File: src/design/tdp_pkg.sv
`timescale 1ns / 1ps

package tdp_pkg;

  // Default width of the tested number
  localparam int unsigned NumWidthDefault = 16;

  // Commands from the controller to the datapath
  typedef struct packed {
    logic load;       // capture the candidate, divisor 2, square 4
    logic start_div;  // clear the remainder, point at the top bit
    logic step_div;   // one restoring-division step
    logic next_div;   // advance the divisor and its square
    logic write_out;  // move the verdict into the output register
    logic out_bit;    // verdict to write
  } tdp_cmd_t;

  // Status from the datapath to the controller
  typedef struct packed {
    logic cand_le_one;  // incoming candidate is 0 or 1
    logic sq_gt_n;      // divisor squared exceeds the candidate
    logic div_last;     // current division step is the last one
    logic rem_zero;     // remainder is zero
    logic out_free;     // output register can take a verdict this cycle
  } tdp_status_t;

endpackage

File: src/design/tdp_datapath.sv
`timescale 1ns / 1ps

module tdp_datapath import tdp_pkg::*; #(
  parameter int unsigned NumWidth = NumWidthDefault
) (
  input  logic                clk_i,
  input  logic                rst_ni,
  input  tdp_cmd_t            cmd_i,
  output tdp_status_t         status_o,
  input  logic [NumWidth-1:0] candidate_i,
  output logic                res_valid_o,
  output logic                res_prime_o,
  input  logic                res_ready_i
);

  localparam int unsigned DivW = (NumWidth + 1) / 2 + 1;
  localparam int unsigned SqW  = 2 * DivW;
  localparam int unsigned CntW = $clog2(NumWidth);

  logic [NumWidth-1:0] n_q;
  logic [DivW-1:0]     d_q, d_d;
  logic [SqW-1:0]      sq_q, sq_d;
  logic [DivW-1:0]     rem_q, rem_d;
  logic [CntW-1:0]     cnt_q, cnt_d;
  logic [DivW:0]       trial;
  logic [DivW:0]       trial_sub;
  logic                trial_ge;
  logic                out_valid_q;
  logic                out_prime_q;

  // Shift the next candidate bit into the partial remainder and try to subtract
  assign trial     = {rem_q, n_q[cnt_q]};
  assign trial_ge  = trial >= {1'b0, d_q};
  assign trial_sub = trial - {1'b0, d_q};

  always_comb begin
    d_d   = d_q;
    sq_d  = sq_q;
    rem_d = rem_q;
    cnt_d = cnt_q;
    if (cmd_i.load) begin
      d_d  = DivW'(2);
      sq_d = SqW'(4);
    end
    if (cmd_i.next_div) begin
      // (d+1)^2 = d^2 + 2d + 1
      d_d  = d_q + DivW'(1);
      sq_d = sq_q + SqW'({d_q, 1'b1});
    end
    if (cmd_i.start_div) begin
      rem_d = '0;
      cnt_d = CntW'(NumWidth - 1);
    end
    if (cmd_i.step_div) begin
      rem_d = trial_ge ? trial_sub[DivW-1:0] : trial[DivW-1:0];
      cnt_d = cnt_q - CntW'(1);
    end
  end

  // Hold the working registers; they need no reset
  always_ff @(posedge clk_i) begin
    if (cmd_i.load) begin
      n_q <= candidate_i;
    end
    d_q   <= d_d;
    sq_q  <= sq_d;
    rem_q <= rem_d;
    cnt_q <= cnt_d;
  end

  // Output register: drop on transfer, load on write
  always_ff @(posedge clk_i or negedge rst_ni) begin
    if (!rst_ni) begin
      out_valid_q <= 1'b0;
    end else if (cmd_i.write_out) begin
      out_valid_q <= 1'b1;
    end else if (res_ready_i) begin
      out_valid_q <= 1'b0;
    end
  end

  always_ff @(posedge clk_i) begin
    if (cmd_i.write_out) begin
      out_prime_q <= cmd_i.out_bit;
    end
  end

  assign res_valid_o = out_valid_q;
  assign res_prime_o = out_prime_q;

  assign status_o.cand_le_one = (candidate_i >> 1) == '0;
  assign status_o.sq_gt_n     = sq_q > SqW'(n_q);
  assign status_o.div_last    = cnt_q == '0;
  assign status_o.rem_zero    = rem_q == '0;
  assign status_o.out_free    = !out_valid_q || res_ready_i;

  // A verdict never overwrites one still waiting for transfer
  a_no_overwrite: assert property (@(posedge clk_i) disable iff (!rst_ni)
    cmd_i.write_out |-> (!out_valid_q || res_ready_i))
    else $error("verdict written over a pending result");

  // The square register tracks the divisor
  a_square_tracks: assert property (@(posedge clk_i) disable iff (!rst_ni)
    (cmd_i.next_div || cmd_i.load) |=> (sq_q == SqW'(d_q) * SqW'(d_q)))
    else $error("square register out of step with divisor");

  // A division never starts with a divisor below two
  a_divisor_min: assert property (@(posedge clk_i) disable iff (!rst_ni)
    cmd_i.start_div |-> (d_q >= DivW'(2)))
    else $error("division started with divisor below two");

endmodule

File: config.mk
export PLATFORM = sky130hd
export DESIGN_NAME = tdp_datapath
export DESIGN_NICKNAME = d
export VERILOG_FILES = /design/src/design/tdp_pkg.sv /design/src/design/tdp_datapath.sv
export SDC_FILE = /design/constraint.sdc
export NUM_CORES = 1
export LEC_CHECK = 0
export ABC_AREA = 0
export BUFFER_PORTS_ARGS = -buffer_cell sky130_fd_sc_hd__buf_2
export CAP_MARGIN = 30
export CORE_AREA = 2 2 97 99
export CTS_BUF_LIST = sky130_fd_sc_hd__clkbuf_8 sky130_fd_sc_hd__clkbuf_16
export CTS_CLUSTER_SIZE = 20
export DETAILED_ROUTE_END_ITERATION = 16
export DIE_AREA = 0 0 99 101
export PLACE_DENSITY = 0.58
export SLEW_MARGIN = 25
export SYNTH_ARGS = -nofsm -noshare
export SYNTH_HDL_FRONTEND = slang
export SYNTH_SLANG_ARGS = --single-unit
File: constraint.sdc
create_clock -name clk_i -period 3.7 [get_ports clk_i]
set_input_delay 0.185 -clock clk_i [delete_from_list [all_inputs] [get_ports clk_i]]
set_output_delay 0.185 -clock clk_i [all_outputs]
set_load 0.02 [all_outputs]
**Yosys cells after proc, flatten, opt, wreduce, memory -nomap -nowiden**

Index checks and enable logic that the tools add are counted.
Widths: inputs -> output; s select.

- Input bits: 25
- Word-level logic and storage cells: 35
- Output and inout port bits: 7
- Register bits: 58

- Add/subtract/negate cells: 4
- Magnitude comparators: 3
- Muxes and demuxes: 13
- Reductions and logical operators: 8

Operator list:

| operator | count |
|---|---|
| $mux 9 | 5 |
| $mux 18 | 2 |
| $add 18x10->18 | 1 |
| $gt 18x16->1 | 1 |
| $logic_not 16->1 | 1 |
| $ge 10x9->1 | 1 |
| $add 9x1->9 const B | 1 |
| $logic_not 9->1 | 1 |
| $sub 9x9->9 | 1 |
| $mux 4 | 2 |
| $reduce_bool 2->1 | 3 |
| $lt 4x5->1 const B | 1 |
| $bmux 1 s4 | 1 |
| $logic_not 4->1 | 1 |
| $sub 4x1->4 const B | 1 |
| $mux 1 | 3 |
| $logic_not 1->1 | 1 |
| $logic_or 1x1->1 | 1 |

**Longest topological paths before layout**

Gate-level depths: netlist (run 1).

- Depth after elaboration: 5
- Depth in mapped cells: 16
- Depth with buffers taken out: 14

**Worst setup path before layout (run 1)**

OpenSTA, ideal clock, no wires.

- Kind: reg-to-reg
- From: register cnt_q[0]
- To: register rem_q[4], data pin
- Arrival: 2931 ps
- Stages on the path, launching flop included: 17
- Library setup time: 256 ps
- Slack: 513 ps
- Cells stage by stage: edfxtp_1 > buf_6 > inv_1 > a2111oi_0 > a311oi_1 > nor2_1 > o21ai_0 > inv_1 > ha_1 > fa_1 > nand2b_1 > a211oi_1 > o31a_1 > or2_4 > buf_6 > mux2i_1 > nor2b_1

- Cells in the longest elaborated chain, start to end: 5

RTL lines:

| what | line | source |
|---|---|---|
| start, declared | tdp_datapath.sv:24 | `logic [CntW-1:0] cnt_q, cnt_d;` |
| start signal, assigned | tdp_datapath.sv:68 | `cnt_q <= cnt_d;` |
| $bmux 1 s4 (*) | tdp_datapath.sv:32 | `assign trial = {rem_q, n_q[cnt_q]};` |
| $mux 1 (not written as such) (*) | tdp_datapath.sv:32 |  |
| $sub 9x9->9 or $ge 10x9->1 (tied branches) | tdp_datapath.sv:34, tdp_datapath.sv:33 |  |
| $mux 9 (*) | tdp_datapath.sv:55 | `rem_d = trial_ge ? trial_sub[DivW-1:0] : trial[DivW-1:0];` |
| $mux 9 (*) | tdp_datapath.sv:54 | `if (cmd_i.step_div) begin` |
| end signal, assigned | tdp_datapath.sv:67 | `rem_q <= rem_d;` |
| end, declared | tdp_datapath.sv:23 | `logic [DivW-1:0] rem_q, rem_d;` |

Every way passes the cells marked *; elsewhere a longest branch is shown, timed or not. The select of a mux whose other input is x is not followed.
A chain may end at the register's enable or synchronous reset.

**Final worst setup path (run 1)**

- From: register cnt_q[0]
- To: register rem_q[7], data pin

The elaborated chain is that of the path after synthesis.

==> results of run 1 <==
## state kept, by name, summed over array words and instances (netlist names)
signal and cells:
n_q 16, res_prime_o 1, cnt_q 4, d_q 9, sq_q 18, res_valid_o 1, rem_q 9
## area by class of cell
class | instances | area [sq um] | share of cell area, %
Multi-Input combinational cell | 267 | 1980 | 44.8
Clock inverter | 7 | 101 | 2.29
Tap cell | 111 | 139 | 3.14
Clock buffer | 9 | 124 | 2.80
Inverter | 38 | 143 | 3.22
Timing Repair Buffer | 36 | 200 | 4.53
Sequential cell | 58 | 1740 | 39.3
## cell families after synthesis
family,after synthesis,share of synthesized area (%)
flops,58,44.5
compound gates,81,15.0
fa+ha+maj,38,12.6
simple gates,121,16.2
mux,8,2.69
xor+xnor,19,4.27
buf+inv,45,4.75
## layer usage
layer / vias to the layer above / global-route usage, %
met3: 19 / 3.05
li1: 1452 / -
met4: 0 / 8.64
met2: 66 / 27.9
met5: - / 0
met1: 1381 / 22.7
## metrics by stage
step	hold slack (ns)	instances	utilization (%)
floorplan	-0.111	370	-
global placement	-0.0395	506	46.3
detailed placement	-0.0392	506	46.3
CTS	0.0179	525	49.2
global route	0.0144	526	49.3
finish	0.0339	526	49.3
## repair_timing
action / CTS / global route
setup buffers: 0 / 1
hold endpoints to repair: 3 / 0
hold buffers: 3 / 0
setup endpoints to repair: 0 / 4
## synthesized netlist by cell type, drive strengths merged (3+ instances only)
| cell type | number | area share, % |
|---|---|---|
| or2 | 3 | 0.55 |
| mux2i | 6 | 1.5 |
| xor2 | 3 | 0.67 |
| a21o | 6 | 1.2 |
| xnor2 | 16 | 3.6 |
| nor3b | 3 | 0.58 |
| o21ai | 19 | 2.5 |
| nor2b | 10 | 1.9 |
| edfxtp | 57 | 44 |
| nand3 | 7 | 0.90 |
| a211oi | 3 | 0.71 |
| o22ai | 3 | 0.48 |
| nor4 | 7 | 1.1 |
| o21a | 8 | 1.5 |
| nand2b | 6 | 0.96 |
| clkbuf | 5 | 0.51 |
| o211a | 3 | 0.96 |
| o41ai | 3 | 1.1 |
| or3 | 5 | 0.80 |
| inv | 38 | 3.7 |
| nand2 | 23 | 2.2 |
| and2 | 3 | 0.48 |
| o31ai | 5 | 0.96 |
| ha | 36 | 12 |
| nor3 | 11 | 1.4 |
| a2111oi | 3 | 1.2 |
| nor2 | 31 | 3.0 |
| a21oi | 19 | 2.5 |
| and4 | 3 | 0.67 |
| nand4 | 3 | 0.48 |
## power breakdown
group / internal (mW) / switching (mW) / leakage (nW)
sequential: 0.875 / 0.114 / 0.600
combinational: 0.456 / 0.555 / 1.16
clock: 0.385 / 0.295 / 0.106
total: 1.72 / 0.964 / 1.87
## critical path, delay by kind of cell (launching register included)
family	cells	cell delay, ns
flip-flops	1	0.50
AO/OA/AOI/OAI	5	1.13
multiplexers	1	0.21
adder cells (fa/ha/maj)	2	0.61
buffers and inverters	2	0.18
AND/OR/NAND/NOR	4	0.57
## how the worst min path moves through the flow
stage	to	from	depth (start not counted)
after floorplan	res_valid_o	rst_ni	0
after global placement	res_valid_o	rst_ni	1
after detailed placement	res_valid_o	rst_ni	1
after CTS	n_q[2]	candidate_i[2]	1
after global routing	n_q[2]	candidate_i[2]	1
final	n_q[4]	candidate_i[4]	1
## cells in the final DEF, fill, tap and decap left out, types with 8 or more instances in the layout
master and n:
buf_2 31, nand2_1 23, a21oi_1 18, nor2_1 31, nor3_1 11, ha_1 36
inv_1 38, o21ai_0 17, clkbuf_8 9, xnor2_1 16, nor2b_1 8, o21a_1 8
edfxtp_1 57
==> summary.md, run 1 <==
| Metric | Value |
|---|---|
| Fraction of layout cells with a size suffix above 1 | `15.4%` |
| First-pass GRT wire length | `13600 um` |
| Ys flop type | `edfxtp_1` |
| Syn nets | `433` |
| Crit path kind | `reg -> reg` |
| Initial antenna violation count | `0` |
| Crit Reg-Reg Endpoint | `rem_q[7]` |
| Avg Synthesized Cell Area | `~11 sq um` |
| Register-to-register setup slack | `~0.25 ns` |
| Worst-path clk slew | `0.08 ns` |
| Post-Route WL | `roughly 8300 um` |
| Critical path's slowest cell | `edfxtp_1` |
| Final period utilization | `93.3%` |
| Fill count | `819` |
| Cell chain of the critical path | `inv_1 > a2111oi_0 > a311oi_1 > nor2_1 > o21ai_0 > inv_1 > ha_1 > fa_1 > nand2b_1 > a211oi_1 > o31a_1 > or2_4 > mux2i_1 > nor2b_1` |
| Critical path peak fanout | `11` |
| Slew @ Worst Pin | `0.702 ns` |
| Min Tclk post-route | `~3.5 ns` |
| Starting density of the core | `between 40% and 50%` |
| FP Rows | `35` |
| TritonCTS buffer count | `9` |
| I/O Pins | `32` |
| Crit path from | `cnt_q[0]` |
| DR iter-0 viols | `133` |
| Slowest cell delay on critical path | `0.50 ns` |
| Pin count of the biggest net entering global routing | `28` |
| Vias in the first global route | `2869` |
| EDFF count, synth | `57` |
| VDD IR max | `0.000263 V` |
| RSZ-0062 raised after global routing | `no` |
| Vias/cell | `about 5.5` |
| RD Place Congestion | `roughly 0.84` |
| Hold/Removal Path Class | `in -> reg` |
| Worst Setup Start Kind | `flop` |
| Hold Vio Cnt, Final | `0` |
| Outcome | `finished, final reports clean` |
| Die width | `99 um` |
| Synth Instances | `370` |
| Total GRT Usage | `17.4%` |
| Drt drc | `0` |
| Layout area overhead | `13.4%` |
| Relative slew slack | `53.2%` |
| Setup slack after layout | `about 0.25 ns` |
| Worst slack, placed | `between 0.2 and 0.3 ns` |
| Setup violators final | `0` |
| Most common cell type on the critical path | `inv_1` |
| DR pass1 iterations | `4` |
| Port buffer count | `31` |
| Synthesized area | `3900 sq um` |
| CP endpoint | `rem_q[7]` |
| CTS tree | `done` |
| Worst EP arrival | `3.56 ns` |
| H-tree depth | `3` |
| Met2 WL | `3830 um` |
| Synth warn | `0` |
| Root buffer cell | `clkbuf_8` |
| Top Layer Used | `met4` |
| Ys async rst share | `1.72%` |
| Antenna diodes | `0` |
| Half-perimeter wire length after placement | `6280 um` |
| Placed Area | `between 4000 and 5000 sq um` |
| PwrDens | `606 nW/um^2` |
| Routed vias | `2918` |
| Worst Skew | `0.0113 ns` |
| Setup TNS | `0 ns` |
| Clk Latency, worst-skew pair | `0.34 ns` |
| WL/cell | `15.9 um` |
| FF-to-FF path depth | `14` |
| WL met3 | `251 um` |
| Reg2reg start | `cnt_q[0]` |
| Critical Path End Type | `flop` |
| Yosys reg bits | `58` |
| Clk buf depth | `2` |
| Worst Path Required | `3.80 ns` |
| Wl on met1 | `4010 um` |
| Cell area after layout | `4420 sq um` |
| Antenna viol nets, final | `0` |
| Final Slew Violations | `0` |
| Post-synthesis sequential area ratio | `44.5%` |
| Die footprint | `10000 sq um` |
| Total chip power | `2.68 mW` |
| Max Fclk | `0.290 GHz` |
| Leakage dissipation | `1.87 nW` |
| Nets | `about 470` |
| Max-Cap Viols | `0` |
| CTS resizes | `0` |
| Core Box Area | `8980 sq um` |
| Aggregate global routing overflow | `0` |
| Netlist cell types | `57` |
| Die height | `101 um` |
| CTS sink cnt | `58` |
No activity file was read; power rests on OpenSTA's default activity.
==> inputs of run 2 (changes only) <==
--- a/config.mk
+++ b/config.mk
@@ -8,12 +8,12 @@
 export ABC_AREA = 0
 export BUFFER_PORTS_ARGS = -buffer_cell sky130_fd_sc_hd__buf_2
 export CAP_MARGIN = 30
-export CORE_AREA = 2 2 97 99
+export CORE_AREA = 2 2 88 107
 export CTS_BUF_LIST = sky130_fd_sc_hd__clkbuf_8 sky130_fd_sc_hd__clkbuf_16
 export CTS_CLUSTER_SIZE = 20
 export DETAILED_ROUTE_END_ITERATION = 16
-export DIE_AREA = 0 0 99 101
-export PLACE_DENSITY = 0.58
+export DIE_AREA = 0 0 90 109
+export PLACE_DENSITY = 0.59
 export SLEW_MARGIN = 25
 export SYNTH_ARGS = -nofsm -noshare
 export SYNTH_HDL_FRONTEND = slang
==> run 2 against run 1 <==
Compared with the run above: clock skew about the same; register-to-register slack improved by 0.09 ns; highest routed layer unchanged; hold slack got worse by 0.0059 ns; non-clock buffer count down 1; sequential share of layout area down 0.22 points.
==> summary.md, run 2 (synthesized netlist as in run 1, its figures left out) <==
| Metric | Value |
|---|---|
| Outcome | `finished, final reports clean` |
| Critical Path End Type | `flop` |
| Half-perimeter wire length after placement | `6300 um` |
| Max FFs per register | `18` |
| Nets | `472` |
| Aggregate global routing overflow | `0` |
| Top Layer Used | `met4` |
| First-pass GRT wire length | `14300 um` |
| Layout area overhead | `14.0%` |
| Fill count | `846` |
| Worst Skew | `0.0113 ns` |
| Fraction of layout cells with a size suffix above 1 | `15.5%` |
| Slowest cell delay on critical path | `0.46 ns` |
| PwrDens | `615 nW/um^2` |
| WL/cell | `16.0 um` |
| Largest registers | `sq_q (18), n_q (16)` |
| Clk buf depth | `2` |
| Vias/cell | `5.42` |
| TritonCTS buffer count | `9` |
| Total GRT Usage | `18.9%` |
| CTS sink cnt | `58` |
| WL met3 | `330 um` |
| Min Tclk post-route | `between 3 and 4 ns` |
| Final Slew Violations | `0` |
| Cell chain of the critical path | `buf_4 > nor2_1 > a21oi_1 > o311a_1 > nor2_1 > o21ai_0 > inv_1 > ha_1 > fa_1 > nand2b_1 > a211oi_2 > o31a_1 > or2_4 > mux2i_1 > nor2b_1` |
| Register area | `1740 sq um` |
| Core Box Area | `8840 sq um` |
| Drt drc | `0` |
| Max-Cap Viols | `0` |
| Setup violators final | `0` |
| Cell area after layout | `4450 sq um` |
| Antenna viol nets, final | `0` |
| Crit path kind | `reg -> reg` |
| Hold/Removal Path Class | `in -> reg` |
| Largest reg by FF count | `sq_q` |
| RD Place Congestion | `0.912` |
| Die width | `90 um` |
| H-tree depth | `3` |
| Max Fclk | `0.297 GHz` |
| Total chip power | `~2.7 mW` |
| Pin count of the biggest net entering global routing | `28` |
| Slew @ Worst Pin | `0.710 ns` |
| Placed Area | `4170 sq um` |
| Critical path's slowest cell | `edfxtp_1` |
| VDD IR max | `0.000252 V` |
| I/O Pins | `32` |
| Port buffer count | `31` |
| Initial antenna violation count | `0` |
| RSZ-0062 raised after global routing | `no` |
| Relative slew slack | `a little over half` |
| Post-CTS Setup Inserts | `0` |
| CTS tree | `done` |
| Worst-path clk slew | `0.08 ns` |
| Worst Path Required | `approximately 3.8 ns` |
| Clk Latency, worst-skew pair | `between 0.3 and 0.4 ns` |
| DR pass1 iterations | `5` |
| Worst Setup Start Kind | `flop` |
| Commonest non-fill, non-tap cell in the layout | `edfxtp_1` |
| Met2 WL | `4280 um` |
| Crit path buf inv count | `2` |
| Die height | `109 um` |
| DR iter-0 viols | `149` |
| Routed vias | `slightly below 3000` |
| Post-Route WL | `~8500 um` |
| Vias in the first global route | `between 2000 and 3000` |
| Final period utilization | `between 90% and 100%` |
| Area of the multi-input gates | `1980 sq um` |
| Most common cell type on the critical path | `nor2_1` |
| Setup TNS | `0 ns` |
| Leakage dissipation | `1.87 nW` |
| CP top delay family | `compound AO/OA/AOI/OAI gates` |
| Hold Vio Cnt, Final | `0` |
| Register-to-register setup slack | `0.33 ns` |
| Root buffer cell | `clkbuf_8` |
| Antenna diodes | `0` |
| Worst EP arrival | `3.48 ns` |
| FP Rows | `38` |
| Wl on met1 | `3640 um` |
| Starting density of the core | `44.1%` |
| Die footprint | `between 9000 and 10000 sq um` |
| Critical path peak fanout | `11` |
| Most frequent cells in the layout | `edfxtp_1 (57), inv_1 (38), ha_1 (36)` |
-- run 2: repair_timing --
action	4_1_cts	5_1_grt
resized for setup	0	1
endpoints found under the setup margin	0	7
hold endpoints to repair	2	1
hold buffers	2	1
-- run 2: where the power goes --
| part | total (mW) | internal (mW) | switching (mW) |
|---|---|---|---|
| logic | 1.02 | 0.456 | 0.564 |
| clock network | 0.728 | 0.446 | 0.283 |
| registers | 0.990 | 0.875 | 0.115 |
| total | 2.74 | 1.78 | 0.961 |
-- run 2: path summary, 6_finish.rpt --
check,cells past startpoint,to,startpoint
worst max register to register,15,rem_q[7],cnt_q[0]
worst max-delay path,15,rem_q[7],cnt_q[0]
worst min-delay path,1,n_q[10],candidate_i[10]
worst min register to register,2,res_valid_o,res_valid_o
min in group asynchronous,2,res_valid_o,rst_ni
max in group asynchronous,2,res_valid_o,rst_ni
-- run 2: per-layer routing --
layer	vias up	global-route usage, %
li1	1444	-
met1	1365	22.4
met2	65	32.9
met3	20	3.80
met4	0	9.34
met5	-	0
-- run 2: area by class of cell --
class | instances | share of cell area [%]
clock buffer | 9 | 2.78
inverter | 38 | 3.21
sequential | 58 | 39.0
tap | 120 | 3.38
clock inverter | 7 | 2.64
timing repair buffer | 35 | 4.33
multi-input combinational | 267 | 44.6
-- run 2: per-stage QoR --
step | setup slack (ns) | std cells | hold slack [ns] | utilization [%]
3_5_place_dp | 0.310 | 515 | -0.0397 | 47.2
2_1_floorplan | 0.513 | 370 | -0.111 | -
6_report | 0.333 | 534 | 0.0280 | 50.3
3_3_place_gp | 0.404 | 515 | -0.0390 | 47.2
5_1_grt | 0.0298 | 534 | 0.00317 | 50.3
4_1_cts | 0.278 | 533 | 0.00448 | 50.1
-- run 2: worst register-to-register path, cell delays in order, from the launching register on --
cell      delay [ns]
edfxtp_1        0.46
buf_4           0.20
nor2_1          0.05
a21oi_1         0.15
o311a_1         0.19
nor2_1          0.04
o21ai_0         0.23
inv_1           0.07
ha_1            0.21
fa_1            0.39
nand2b_1        0.20
a211oi_2        0.23
o31a_1          0.22
or2_4           0.23
mux2i_1         0.20
nor2b_1         0.06
==> inputs of run 3 (changes only) <==
--- a/config.mk
+++ b/config.mk
@@ -8,12 +8,14 @@
 export ABC_AREA = 0
 export BUFFER_PORTS_ARGS = -buffer_cell sky130_fd_sc_hd__buf_2
 export CAP_MARGIN = 30
+export CELL_PAD_IN_SITES_DETAIL_PLACEMENT = 0
+export CELL_PAD_IN_SITES_GLOBAL_PLACEMENT = 1
 export CORE_AREA = 2 2 88 107
 export CTS_BUF_LIST = sky130_fd_sc_hd__clkbuf_8 sky130_fd_sc_hd__clkbuf_16
 export CTS_CLUSTER_SIZE = 20
 export DETAILED_ROUTE_END_ITERATION = 16
 export DIE_AREA = 0 0 90 109
-export PLACE_DENSITY = 0.59
+export PLACE_DENSITY = 0.72
 export SLEW_MARGIN = 25
 export SYNTH_ARGS = -nofsm -noshare
 export SYNTH_HDL_FRONTEND = slang
==> run 3 against run 2 <==
Compared with the run above: combinational power about the same; clock-buffer cell count did not move; sequential share of layout area up 0.57 points; sequential power about the same; critical path depth fell by 1; non-clock buffer count decreased by 1; hold slack got worse by 0.015 ns; global-route usage decreased by 0.22 points; flip-flop and latch count is the same; register-to-register slack worse by 0.02 ns; fmax fell by 0.62%; die area is the same; critical path type unchanged; highest routed layer unchanged.
==> summary.md, run 3 (synthesized netlist as in run 1, its figures left out) <==
| Metric | Value |
|---|---|
| Outcome | `finished, final reports clean` |
| H-tree depth | `3` |
| Crit path from | `cnt_q[0]` |
| Critical path peak fanout | `11` |
| TritonCTS buffer count | `9` |
| Most frequent cells in the layout | `edfxtp_1 (57), inv_1 (40), ha_1 (36)` |
| Die footprint | `~10000 sq um` |
| CTS sink cnt | `58` |
| Antenna diodes | `0` |
| CTS tree | `done` |
| Commonest non-fill, non-tap cell in the layout | `edfxtp_1` |
| RSZ-0062 raised after global routing | `no` |
| Nets | `roughly 470` |
| Clk buf depth | `2` |
| Max FFs per register | `18` |
| DR pass1 iterations | `4` |
| Die height | `109 um` |
| Half-perimeter wire length after placement | `between 6000 and 7000 um` |
| Antenna viol nets, final | `0` |
| DR iter-0 viols | `114` |
| Internal power | `1.63 mW` |
| Worst hold slack | `0.0129 ns` |
| WL/cell | `15.7 um` |
| FP Rows | `38` |
| Worst Skew | `between 0.01 and 0.015 ns` |
| Worst Path Required | `3.81 ns` |
| Starting density of the core | `44.1%` |
| Leakage dissipation | `1.85 nW` |
| Hold Vio Cnt, Final | `0` |
| Crit path kind | `reg -> reg` |
| Port buffer count | `31` |
| Relative slew slack | `between 50% and 60%` |
| Post-CTS Setup Inserts | `0` |
| Post-Route WL | `around 8400 um` |
| Clk Latency, worst-skew pair | `about 0.36 ns` |
| RD Place Congestion | `0.839` |
| Largest registers | `sq_q (18), n_q (16)` |
| Final period utilization | `91.6%` |
| Worst EP arrival | `3.49 ns` |
| PwrDens | `587 nW/um^2` |
| Fraction of layout cells with a size suffix above 1 | `15.0%` |
| Sw Ratio | `36.6%` |
| Max Fclk | `0.295 GHz` |
| Critical Path End Type | `flop` |
| Root buffer cell | `clkbuf_8` |
| I/O Pins | `32` |
| Aggregate global routing overflow | `0` |
| First-pass GRT wire length | `14200 um` |
| Initial antenna violation count | `0` |
| Reg2reg start | `cnt_q[0]` |
| Worst-path clk slew | `around 0.060 ns` |
| Sequential power share | `roughly two fifths` |
| Die width | `90 um` |
| Drt drc | `0` |
| Total GRT Usage | `roughly a fifth` |
| Final Slew Violations | `0` |
| Register-to-register setup slack | `about 0.31 ns` |
| Sw power | `0.943 mW` |
| Min Tclk post-route | `3.39 ns` |
| Hold/Removal Path Class | `in -> reg` |
| CP endpoint | `rem_q[2]` |
| Core Box Area | `8840 sq um` |
| Layout area overhead | `12.4%` |
| Fill count | `850` |
| VDD IR max | `0.000235 V` |
| Slew @ Worst Pin | `around 0.72 ns` |
| Crit Reg-Reg Endpoint | `rem_q[2]` |
| Setup TNS | `0 ns` |
| Clock network power share | `22.3%` |
| FF-to-FF path depth | `14` |
| Combinational share of power | `39.3%` |
| Vias in the first global route | `2835` |
| Largest reg by FF count | `sq_q` |
| Vias/cell | `5.43` |
| Worst Setup Start Kind | `flop` |
| Max-Cap Viols | `0` |
| Pin count of the biggest net entering global routing | `28` |
| Routed vias | `~2900` |
| Setup violators final | `0` |
==> run 3: cell types whose count changed in the layout (fill, tap and decap cells not counted), sizes merged <==
cell         delta
clkinvlp        -1
bufinv          -2
clkinv          +1
dlygate4sd3     -1
inv             +2
==> run 3: layer usage <==
metal  up-vias  GRT usage [%]  part of all wire [%]
met3        16           3.66                   3.2
met4         0           8.79                   2.5
met1      1370           22.7                    45
li1       1444              -                     -
met5         -              0                     0
met2        65           32.2                    50
==> run 3: what timing repair did <==
item | in CTS | in global routing
resized for setup | 0 | 2
endpoints found under the setup margin | 0 | 3
hold endpoints to repair | 2 | 0
hold buffers | 2 | 0
==> run 3: critical path: stages, from the launching register on <==
cell and delay, ns:
edfxtp_1 0.47, inv_1 0.11, a2111oi_1 0.09, a311oi_1 0.32
nor2_1 0.08, o21ai_0 0.22, inv_1 0.07, ha_1 0.21
fa_1 0.40, nand2b_1 0.20, a211oi_2 0.24, o31a_1 0.22
or2_4 0.23, mux2i_1 0.21, nor2b_1 0.06
==> run 3: worst min-delay path by stage <==
stage | cells after the start | start | to | slack, ns
2_1_floorplan | 0 | rst_ni | res_valid_o | -0.11
3_3_place_gp | 1 | rst_ni | res_valid_o | -0.04
3_5_place_dp | 1 | rst_ni | res_valid_o | -0.04
4_1_cts | 1 | cmd_i[0] | res_prime_o | 0.005
5_1_grt | 1 | cmd_i[0] | res_prime_o | 0.006
6_report | 1 | cmd_i[0] | res_prime_o | 0.01
==> run 3: area by class of cell <==
| class | count | area, sq um | area share [%] |
|---|---|---|---|
| clock inverters | 7 | 62.6 | 1.43 |
| well taps | 120 | 150 | 3.42 |
| multi-input cells | 267 | 1990 | 45.3 |
| inverters | 38 | 143 | 3.25 |
| flip-flops and latches | 58 | 1740 | 39.6 |
| clock buffers | 9 | 124 | 2.83 |
| repair buffers | 34 | 183 | 4.17 |
==> run 3: metrics by stage <==
| step | instances | utilization, % | setup WS [ns] | area, sq um | power, mW |
|---|---|---|---|---|---|
| after CTS | 533 | 49.5 | 0.235 | 4380 | 2.59 |
| after global routing | 533 | 49.6 | 0.0712 | 4380 | 2.76 |
| after floorplan | 370 | - | 0.513 | 3900 | 1.78 |
| final | 533 | 49.6 | 0.312 | 4380 | 2.58 |
| after detailed placement | 515 | 47.2 | 0.260 | 4170 | 2.02 |
| after global placement | 515 | 47.2 | 0.382 | 4170 | 2.00 |
==> run 3: power groups by stage <==
stage / registers [mW] / logic, mW / clock network [mW]
after floorplan: 0.951 / 0.827 / 0
after global placement: 1.01 / 0.991 / 0
after detailed placement: 1.01 / 1.01 / 0
after CTS: 0.994 / 1.02 / 0.583
after global routing: 1.01 / 1.15 / 0.606
final: 0.989 / 1.01 / 0.573
